## config.mk

```make
export PLATFORM = sky130hd
export DESIGN_NAME = ordered_value_list_engine
export DESIGN_NICKNAME = d
export VERILOG_FILES = /design/src/rtl/core/ovle_pkg.sv /design/src/rtl/core/ovle_ram.sv /design/src/rtl/core/ordered_value_list_engine.sv
export SDC_FILE = /design/constraint.sdc
export NUM_CORES = 1
export LEC_CHECK = 0
export BUFFER_PORTS_ARGS = -buffer_cell sky130_fd_sc_hd__buf_2
export CAP_MARGIN = 20
export CORE_MARGIN = 2
export CORE_UTILIZATION = 43
export DETAILED_ROUTE_END_ITERATION = 16
export PLACE_DENSITY_LB_ADDON = 0.08
export REMOVE_ABC_BUFFERS = 1
export SLEW_MARGIN = 0
export SYNTH_ARGS = -nofsm -noshare
export SYNTH_HDL_FRONTEND = slang
export SYNTH_HIERARCHICAL = 1
export SYNTH_SLANG_ARGS = --single-unit
```

## constraint.sdc

```tcl
create_clock -name clk -period 7.65 [get_ports clk]
set_clock_uncertainty 0.1 [all_clocks]
set_input_delay 0.3825 -clock clk [delete_from_list [all_inputs] [get_ports clk]]
set_output_delay 0.3825 -clock clk [all_outputs]
set_load 0.03 [all_outputs]
```

## src/rtl/core/ovle_pkg.sv

```systemverilog
// Shared constants for the ordered value list engine: field widths,
// command and status codes. No dependencies.
`default_nettype none

package ovle_pkg;

  localparam int DEPTH_DEF = 16;

  localparam int VAL_W    = 32;
  localparam int CMD_W    = 2;
  localparam int STATUS_W = 2;
  localparam int IDX_W    = 4;
  localparam int HITS_W   = 5;
  localparam int OCC_W    = 5;

  localparam int OUT_FIELDS_W = STATUS_W + 1 + IDX_W + HITS_W + OCC_W;
  localparam int OUT_DATA_W   = ((OUT_FIELDS_W + 7) / 8) * 8;

  localparam logic [CMD_W-1:0] CMD_APPEND = 2'd0;
  localparam logic [CMD_W-1:0] CMD_REMOVE = 2'd1;
  localparam logic [CMD_W-1:0] CMD_FIND   = 2'd2;
  localparam logic [CMD_W-1:0] CMD_COUNT  = 2'd3;

  localparam logic [STATUS_W-1:0] ST_OK       = 2'd0;
  localparam logic [STATUS_W-1:0] ST_EMPTY    = 2'd1;
  localparam logic [STATUS_W-1:0] ST_FULL     = 2'd2;
  localparam logic [STATUS_W-1:0] ST_NOTFOUND = 2'd3;

endpackage

`default_nettype wire

```

## src/rtl/core/ovle_ram.sv

```systemverilog
// Generic single-write, single-read synchronous RAM with registered read data.
// Stand-alone; no package needed.
`default_nettype none

module ovle_ram #(
  parameter int WIDTH = 32,
  parameter int DEPTH = 16
) (
  input  wire logic                     clk,
  input  wire logic                     we,
  input  wire logic [$clog2(DEPTH)-1:0] waddr,
  input  wire logic [WIDTH-1:0]         wdata,
  input  wire logic [$clog2(DEPTH)-1:0] raddr,
  output logic      [WIDTH-1:0]         rdata
);

  logic [WIDTH-1:0] mem_r [DEPTH];

  always_ff @(posedge clk) begin
    if (we) begin
      mem_r[waddr] <= wdata;
    end
    rdata <= mem_r[raddr];
  end

endmodule

`default_nettype wire

```

## src/rtl/core/ordered_value_list_engine.sv

```systemverilog
// Ordered value list engine top level: sequencer around one list RAM.
// Depends on ovle_pkg and ovle_ram.
//
//  channel  dir  handshake              payload
//  in_      in   in_tvalid/in_tready    tdata: operand_value, tuser: cmd
//  out_     out  out_tvalid/out_tready  tdata: status, found, match_index,
//                                              match_count, occupancy
//
// One item at a time. Append and commands on an empty list go from accept to
// the done state, then into the output register. Find/count walk the list
// through the single RAM read port, one entry a cycle (find stops at the first
// match). Remove writes each later entry one place down as it is read, so it
// too ends at the tail.
// Synchronous active-low reset empties the list; no clearing pass.
// A stalled output holds its item; the next input is taken meanwhile.
`default_nettype none

module ordered_value_list_engine #(
  parameter int DEPTH = ovle_pkg::DEPTH_DEF
) (
  input  wire logic                           clk,
  input  wire logic                           rst_n,
  input  wire logic                           in_tvalid,
  output logic                                in_tready,
  input  wire logic [ovle_pkg::VAL_W-1:0]     in_tdata,   // [31:0] operand_value
  input  wire logic [ovle_pkg::CMD_W-1:0]     in_tuser,   // [1:0] cmd
  output logic                                out_tvalid,
  input  wire logic                           out_tready,
  // [1:0] status, [2] found, [6:3] match_index, [11:7] match_count,
  // [16:12] occupancy, rest zero
  output logic [ovle_pkg::OUT_DATA_W-1:0]     out_tdata
);

  import ovle_pkg::*;

  localparam int AW = $clog2(DEPTH);
  localparam int CW = $clog2(DEPTH + 1);
  localparam logic [CW-1:0] FULL_CNT = CW'(DEPTH);

  localparam logic [1:0] S_IDLE  = 2'd0;
  localparam logic [1:0] S_SCAN  = 2'd1;
  localparam logic [1:0] S_SHIFT = 2'd2;
  localparam logic [1:0] S_DONE  = 2'd3;

  logic [1:0]          state_r, state_nxt;
  logic [CW-1:0]       cnt_r, cnt_nxt;
  logic [CW-1:0]       ra_r, ra_nxt;
  logic                pend_r, pend_nxt;
  logic [CW-1:0]       pidx_r, pidx_nxt;
  logic [CMD_W-1:0]    cmd_r, cmd_nxt;
  logic [VAL_W-1:0]    val_r, val_nxt;
  logic [STATUS_W-1:0] res_status_r, res_status_nxt;
  logic                res_found_r, res_found_nxt;
  logic [CW-1:0]       res_idx_r, res_idx_nxt;
  logic [CW-1:0]       res_hits_r, res_hits_nxt;
  logic                out_tvalid_r, out_tvalid_nxt;
  logic [OUT_DATA_W-1:0] out_data_r, out_data_nxt;

  logic             ram_we;
  logic [AW-1:0]    ram_waddr;
  logic [VAL_W-1:0] ram_wdata;
  logic [VAL_W-1:0] ram_rdata;
  logic             issue;
  logic             hit;
  logic             walk_done;

  ovle_ram #(
    .WIDTH (VAL_W),
    .DEPTH (DEPTH)
  ) u_list_ram (
    .clk   (clk),
    .we    (ram_we),
    .waddr (ram_waddr),
    .wdata (ram_wdata),
    .raddr (ra_r[AW-1:0]),
    .rdata (ram_rdata)
  );

  // no item is taken while reset is held
  assign in_tready  = rst_n && (state_r == S_IDLE);
  assign out_tvalid = out_tvalid_r;
  assign out_tdata  = out_data_r;

  // read side runs one entry ahead of the compare
  assign issue     = (ra_r < cnt_r);
  assign hit       = pend_r && (ram_rdata == val_r);
  assign walk_done = !pend_r && (ra_r == cnt_r);

  always_comb begin
    state_nxt      = state_r;
    cnt_nxt        = cnt_r;
    ra_nxt         = ra_r;
    pend_nxt       = pend_r;
    pidx_nxt       = pidx_r;
    cmd_nxt        = cmd_r;
    val_nxt        = val_r;
    res_status_nxt = res_status_r;
    res_found_nxt  = res_found_r;
    res_idx_nxt    = res_idx_r;
    res_hits_nxt   = res_hits_r;
    out_tvalid_nxt = out_tvalid_r;
    out_data_nxt   = out_data_r;
    ram_we         = 1'b0;
    ram_waddr      = cnt_r[AW-1:0];
    ram_wdata      = in_tdata;

    if (out_tvalid_r && out_tready) begin
      out_tvalid_nxt = 1'b0;
    end

    if (state_r == S_SCAN || state_r == S_SHIFT) begin
      if (issue) begin
        ra_nxt   = ra_r + 1'b1;
        pend_nxt = 1'b1;
        pidx_nxt = ra_r;
      end else begin
        pend_nxt = 1'b0;
      end
    end

    case (state_r)
      S_IDLE: begin
        if (in_tvalid) begin
          cmd_nxt        = in_tuser;
          val_nxt        = in_tdata;
          res_status_nxt = ST_OK;
          res_found_nxt  = 1'b0;
          res_idx_nxt    = '0;
          res_hits_nxt   = '0;
          ra_nxt         = '0;
          pend_nxt       = 1'b0;
          if (in_tuser == CMD_APPEND) begin
            if (cnt_r == FULL_CNT) begin
              res_status_nxt = ST_FULL;
            end else begin
              ram_we  = 1'b1;
              cnt_nxt = cnt_r + 1'b1;
            end
            state_nxt = S_DONE;
          end else if (cnt_r == '0) begin
            res_status_nxt = ST_EMPTY;
            state_nxt      = S_DONE;
          end else begin
            state_nxt = S_SCAN;
          end
        end
      end
      S_SCAN: begin
        if (hit) begin
          if (cmd_r == CMD_COUNT) begin
            res_hits_nxt = res_hits_r + 1'b1;
          end else begin
            res_found_nxt = 1'b1;
            res_idx_nxt   = pidx_r;
            // remove: the read of the next entry is already under way
            state_nxt = (cmd_r == CMD_REMOVE) ? S_SHIFT : S_DONE;
          end
        end else if (walk_done) begin
          if (cmd_r != CMD_COUNT) begin
            res_status_nxt = ST_NOTFOUND;
          end
          state_nxt = S_DONE;
        end
      end
      S_SHIFT: begin
        if (pend_r) begin
          ram_we    = 1'b1;
          ram_waddr = AW'(pidx_r - 1'b1);
          ram_wdata = ram_rdata;
        end else if (walk_done) begin
          cnt_nxt   = cnt_r - 1'b1;
          state_nxt = S_DONE;
        end
      end
      S_DONE: begin
        if (!out_tvalid_r || out_tready) begin
          out_tvalid_nxt = 1'b1;
          out_data_nxt   = {{(OUT_DATA_W - OUT_FIELDS_W){1'b0}},
                            OCC_W'(cnt_r), HITS_W'(res_hits_r), IDX_W'(res_idx_r),
                            res_found_r, res_status_r};
          state_nxt      = S_IDLE;
        end
      end
      default: begin
        state_nxt = S_IDLE;
      end
    endcase
  end

  always_ff @(posedge clk) begin
    if (!rst_n) begin
      state_r      <= S_IDLE;
      cnt_r        <= '0;
      pend_r       <= 1'b0;
      out_tvalid_r <= 1'b0;
    end else begin
      state_r      <= state_nxt;
      cnt_r        <= cnt_nxt;
      pend_r       <= pend_nxt;
      out_tvalid_r <= out_tvalid_nxt;
    end
  end

  always_ff @(posedge clk) begin
    ra_r         <= ra_nxt;
    pidx_r       <= pidx_nxt;
    cmd_r        <= cmd_nxt;
    val_r        <= val_nxt;
    res_status_r <= res_status_nxt;
    res_found_r  <= res_found_nxt;
    res_idx_r    <= res_idx_nxt;
    res_hits_r   <= res_hits_nxt;
    out_data_r   <= out_data_nxt;
  end

  // ---------------------------------------------------------------------
  a_occ_bound: assert property (@(posedge clk) disable iff (!rst_n)
    cnt_r <= FULL_CNT)
    else $error("list occupancy beyond depth");

  a_scan_no_write: assert property (@(posedge clk) disable iff (!rst_n)
    (state_r == S_SCAN) |-> !ram_we)
    else $error("RAM written during search");

  a_shift_waddr: assert property (@(posedge clk) disable iff (!rst_n)
    (state_r == S_SHIFT && pend_r) |-> (pidx_r != '0 && pidx_r < cnt_r))
    else $error("compaction write outside list");

  a_remove_shrinks: assert property (@(posedge clk) disable iff (!rst_n)
    (state_r == S_SHIFT && walk_done) |=> (cnt_r == $past(cnt_r) - 1'b1))
    else $error("remove did not shrink list by one");

  a_append_grows: assert property (@(posedge clk) disable iff (!rst_n)
    (in_tvalid && in_tready && in_tuser == CMD_APPEND && cnt_r != FULL_CNT)
    |=> (cnt_r == $past(cnt_r) + 1'b1))
    else $error("append did not grow list by one");

endmodule

`default_nettype wire

```

After elaboration in Yosys (flattened, before gate mapping). Memory sizes are Yosys's and may differ from the RTL's. A register that Yosys moved wholly into a read port is not among the register bits. Index checks and enable logic that the tools add are counted.

Add/subtract/negate cells: 5. Multiply operators: 0. Div/mod/pow operators: 0. Order comparisons: 1. Equality and inequality tests: 22. Shifts and indexed selects: 0. Mux-type cells: 57. Bitwise logic cells: 0. Reductions and logical operators: 21.

Operator list (number): $mux W32 (2); $mux W5 (12); $eq A32 B32 Y1 (1); $mux W2 (14); $ne A2 B2 Y1 const B (10); $pmux W5 S2 (2); $mux W1 (18); $mux W4 (4); $add A5 B1 Y5 const B (3); $reduce_and A4 Y1 (3); $pmux W2 S4 (1); $pmux W4 S2 (1); $eq A2 B2 Y1 const B (3); $ne A2 B1 Y1 const B (3); $reduce_and A2 Y1 (3); $reduce_and A6 Y1 (1); $eq A5 B5 Y1 (1); $eq A5 B5 Y1 const B (1); $logic_not A5 Y1 (1); $lt A5 B5 Y1 (1); $reduce_and A5 Y1 (1); $sub A5 B1 Y5 const B (1); $eq A2 B1 Y1 const B (2); $logic_and A1 B1 Y1 (4); other kinds (8) (13).

Bits in registers: 81. Latch bits: 0. RAM bits: 512. Memory bits (read-only): 0. Bits of input ports: 38. Output and inout bits: 26. Word-level logic and storage cells: 120. Memories kept: 1.

Memories: u_list_ram.mem_r (words 16, width 32, rd ports 1, clocked after Yosys merged registers in 1, write ports 1, RTL line ovle_ram.sv:17) `logic [WIDTH-1:0] mem_r [DEPTH];`.

Longest topological paths before layout.
Depth in word-level cells: 7. Gate-level depth with buffers: 11. Mapped depth without buffers: 10.

Hierarchy. Netlist, hierarchy kept.

Modules (own cells, without submodules): ovle_ram (times used 1, cells an instance 838, area an instance 19835.3 um^2, sequential area each 16015.4 um^2); ordered_value_list_engine (times used 1, cells an instance 320, area an instance 4113.9 um^2, sequential area each 2292.2 um^2).

Worst setup path after synthesis. Ideal clock, no wire load.

Path type: reg2reg. Start: register state_r[0]. End: memory u_list_ram.mem_r[0][0], enable pin. Setup time: 0.461 ns. Arrival time: 4.875 ns. Data required time: 7.089 ns. Setup slack: 2.214 ns. Cell stages (with the launch flop): 10. Path buffers: 1. Clock period less this slack: 5.436 ns. Cells stage by stage: dfxtp_1 > inv_1 > ha_1 > clkbuf_1 > nand2_1 > inv_1 > nand3_1 > nand2_1 > or3b_2 > nor3_1.

Cells in the longest elaborated chain, start to end: 4. Elaborated cells between the ends (all ways): 6. Classes of those cells: eq/ne (1); mux (4); reduce/logical (1).

Ends and longest elaborated chain: start, declared (RTL line ordered_value_list_engine.sv:45) `logic [1:0] state_r, state_nxt;`; start signal, assigned (RTL line ordered_value_list_engine.sv:197) `state_r <= state_nxt;`; $eq A2 B2 Y1 or $logic_not A2 Y1 (tied branches) (RTL line ordered_value_list_engine.sv:121) `case (state_r)`; $pmux W1 S2 (*) (RTL line ordered_value_list_engine.sv:121); net ram_we (RTL line ordered_value_list_engine.sv:59) `logic ram_we;`; $mux W1 (*) (RTL line ovle_ram.sv:20) `if (we) begin`; $mux W1 (implied by the code) (*) (RTL line ovle_ram.sv:21) `mem_r[waddr] <= wdata;`; end, declared (RTL line ovle_ram.sv:17).

Mark *: on every way through the listed nets, which the timed path passes. The rest lies on a longest branch.

Worst setup path in the final report.
Start: register state_r[0]. End: memory u_list_ram.mem_r[15][22], enable pin.

Elaborated cells between the ends (all ways): 6. Classes of those cells: eq/ne (1); mux (4); reduce/logical (1).

RTL lines: $eq A2 B2 Y1 (RTL line ordered_value_list_engine.sv:121); $mux W4 (RTL line ordered_value_list_engine.sv:121); net ram_waddr[1] (RTL line ordered_value_list_engine.sv:60) `logic [AW-1:0] ram_waddr;`.

The timed path passes the listed nets, and every way through them passes these cells.

==> qor.txt <==
Max-cap violations = 0
Vias/cell = 5.415
CTS tree = built
CP bufs+invs = 3
Req. time, crit path = 7770 ps
Maximum VDD drop = 0.2367 mV
Core ar. = 55,090 um^2
Most frequent cells after synthesis = edfxtp_1 (579), mux4_2 (128), a22oi_1 (64), nand2_1 (47), dfxtp_1 (46)
Iter 0 DRT Violations = 759
R2R cell count = 8
Yosys top cell area share = 0.7260
Cells after DPL = 1,936
Rows = 86
Final hold vios = 0
Post-synthesis register bit count = 625
Instance count on the critical path = 8
Via Count = 11,318
Hold path cells = 3
Pre-antenna DRT Iters = 4
Final ANT Viol Nets = 0
Most frequent cell after synthesis = edfxtp_1
Vias in the first global route = 11,647
Slowest cell delay on critical path = 810 ps
Ys flop type = edfxtp_1
Slew margin rel. = 0.3015
Post-synth EDFFs = 579
Die Y-Extent = 240 um
Clock Sinks = 625
Slew at the pin closest to its max-slew limit = 1048 ps
Worst R2R Setup Slack = 2830 ps
Port bufs = 56
Hold Crit Endpoint = out_tvalid
Slew Viols, Final = 0
WL final = 51,270 um
Synth area leader = edfxtp_1
Post-place setup slack = 2843 ps
Hold Crit Class = in2reg
First-pass GRT wire length = 76,410 um
Status = finished, final reports clean
RSZ-0062 raised after global routing = false
TNS Setup = 0 ps
Area contributors post-synth = edfxtp_1 (73%), mux4_2 (12%), dfxtp_1 (3.8%), a22oi_1 (2.0%), mux2_2 (1.5%)
Cell area power density = 324.9 nW/um^2
Largest net degree at the start of global routing = 112
Die W = 240 um
Longest Clk Path Bufs = 3
Post-CTS Setup Inserts = 0
Share of layout cells above drive strength 1 = 0.2720
Fin crit period = 4815 ps
Fin cells = 2,090
Drt wl/cell = 24.53 um
Post-CTS sizing = 0
DP HPWL = 28,860 um
Most used cell, CP = buf_4
Initial antenna violation count = 0
Residual DRC count = 0
Cell Int Power = 6687 uW
Clk pwr share = 0.345
Ports = 64
Crit-path leading delay family = simple AND/OR/NAND/NOR gates
Final period util = 0.6294
Final setup fails = 0
H-tree levels = 3
Total GRT Usage = 0.1835
FF-to-FF End = u_list_ram/mem_r[15][22]
Ys Warns = 6
Worst Min Path Start = out_tready
Clock root cell = clkbuf_16
Post-Syn Area = 23,950 um^2
FILL cells = 4,482
Quantity of hold-fixing buffers added after cts = 35
Setup ws final = 2835 ps
Clock transition at path regs = 60 ps
Synthesized instance count = 1,158
Worst skew pair latency = 580 ps
Crit end category = flop
Slowest-stage cell, CP = nor2_4
Mean Syn Cell Area = 20.68 um^2
Asr flop ratio synth = 0
Sw frac = 0.2578
Crit-path max FO = 23
Seq/Total Area, Yosys = 0.7644
Combinational share of power = 0.184
Cts bufs inserted = 66
Placer congestion estimate = 0.7860
Setup Crit Path Kind = reg2reg
Crit-path cells = inv_1, ha_1, nand2_2, buf_4, o21ai_0, nand2_1, nor2_4, buf_4
Critical path data arrival time = 4940 ps
GR Overflow Total = 0
Leak = 0.008822 uW
Reg2reg start = state_r[0]
Achievable frequency = 207.7 MHz
Unique masters post-synth = 51
Inserted Diodes = 0
Nets@finish = 1,347
Share of power burned in registers = 0.472
Startpoint types = flop
Switching power = 2323 uW
Layout overhead on the synthesized area = 15.81%
Initial core utilization = 0.4347
Die area = 57,600 um^2
-- cells in the final DEF (no fill, tap or decap), types with 5 or more instances in the layout --
| cell type | instances |
|---|---|
| edfxtp_1 | 579 |
| mux4_2 | 128 |
| clkbuf_16 | 69 |
| a22oi_1 | 64 |
| buf_2 | 56 |
| nand2_1 | 46 |
| dfxtp_1 | 44 |
| dlygate4sd3_1 | 35 |
| mux2_2 | 32 |
| xnor2_1 | 31 |
| buf_4 | 24 |
| nor2_1 | 22 |
| clkbuf_1 | 20 |
| ha_1 | 15 |
| inv_1 | 14 |
| xor2_1 | 14 |
| nor2_4 | 13 |
| clkinv_1 | 11 |
| nand3_1 | 9 |
| nand4_1 | 8 |
| o21ai_0 | 7 |
| conb_1 | 7 |
| clkinv_2 | 7 |
| a21oi_1 | 6 |
| and2_1 | 6 |
| bufinv_16 | 5 |
-- cells by family (layout without fill, tap and decap cells) --
group | count (synthesis) | after routing | share of synthesized area
muxes | 164 | 164 | 0.1372
adders and majority gates | 16 | 16 | 0.008673
buffers and inverters | 73 | 251 | 0.01442
DFF | 625 | 625 | 0.7644
and+or+nand+nor | 135 | 135 | 0.02659
xor gates and xnor gates | 45 | 45 | 0.01646
other | 1 | 7 | 0.0001566
AOI/OAI and AO/OA | 99 | 99 | 0.03203
-- flip-flops by register name, indices dropped and copies added (netlist names) --
| register | flops |
|---|---|
| cnt_r | 5 |
| res_found_r | 1 |
| res_hits_r | 5 |
| pend_r | 1 |
| val_r | 32 |
| cmd_r | 2 |
| out_tdata | 17 |
| ra_r | 5 |
| res_status_r | 2 |
| res_idx_r | 4 |
| state_r | 2 |
| u_list_ram/rdata | 32 |
| u_list_ram/mem_r | 512 |
| out_tvalid | 1 |
| pidx_r | 4 |
-- how the worst max path moves through the flow --
stage,endpoint,from
3_5_place_dp,u_list_ram/mem_r[11][31],state_r[0]
2_1_floorplan,cnt_r[2],ra_r[0]
5_1_grt,u_list_ram/mem_r[15][18],state_r[0]
4_1_cts,u_list_ram/mem_r[11][18],state_r[0]
3_3_place_gp,u_list_ram/mem_r[14][14],state_r[0]
6_report,u_list_ram/mem_r[15][22],state_r[0]
-- final cells by class --
type	count	area (um^2)	area share
Sequential cell	625	18320	0.6604
Clock inverter	25	247.7	0.008932
Clock buffer	92	1843	0.06645
Tap cell	748	935.9	0.03374
Multi-Input combinational cell	466	5455	0.1967
Timing Repair Buffer	118	878.3	0.03167
Inverter	16	60.06	0.002165
-- per-stage QoR --
| stage | power [uW] | utilization | hold WS (ps) | cell area [um^2] |
|---|---|---|---|---|
| after floorplan | 5654 | - | 300.3 | 23690 |
| after global placement | 5995 | 0.4583 | 303.9 | 25250 |
| after detailed placement | 6002 | 0.4583 | 304.5 | 25250 |
| after CTS | 9148 | 0.5026 | 7.343 | 27690 |
| after global routing | 9432 | 0.5034 | 48.51 | 27740 |
| final | 9010 | 0.5034 | 42.76 | 27740 |
-- worst register-to-register path, delay by kind of cell, from the launching register on --
| kind | cells | cell delay (ps) |
|---|---|---|
| adder cells (fa/ha/maj) | 1 | 430 |
| buffers and inverters | 3 | 1020 |
| AO/OA/AOI/OAI | 1 | 790 |
| AND/OR/NAND/NOR | 3 | 1750 |
| flip-flops | 1 | 370 |
-- layer usage --
metal	routed length, um	GRT usage
met1	22780	0.2536
met2	25470	0.3035
met3	2227	0.03008
met4	795	0.05063
met5	0	0
-- power by group through the flow --
stage | sequential, uW | combinational [uW] | clock (uW)
2_1_floorplan | 4410 | 1240 | 0
3_3_place_gp | 4320 | 1670 | 0
3_5_place_dp | 4330 | 1680 | 0
4_1_cts | 4250 | 1700 | 3200
5_1_grt | 4280 | 1820 | 3330
6_report | 4250 | 1660 | 3100
No activity file was read; power rests on OpenSTA's default activity.
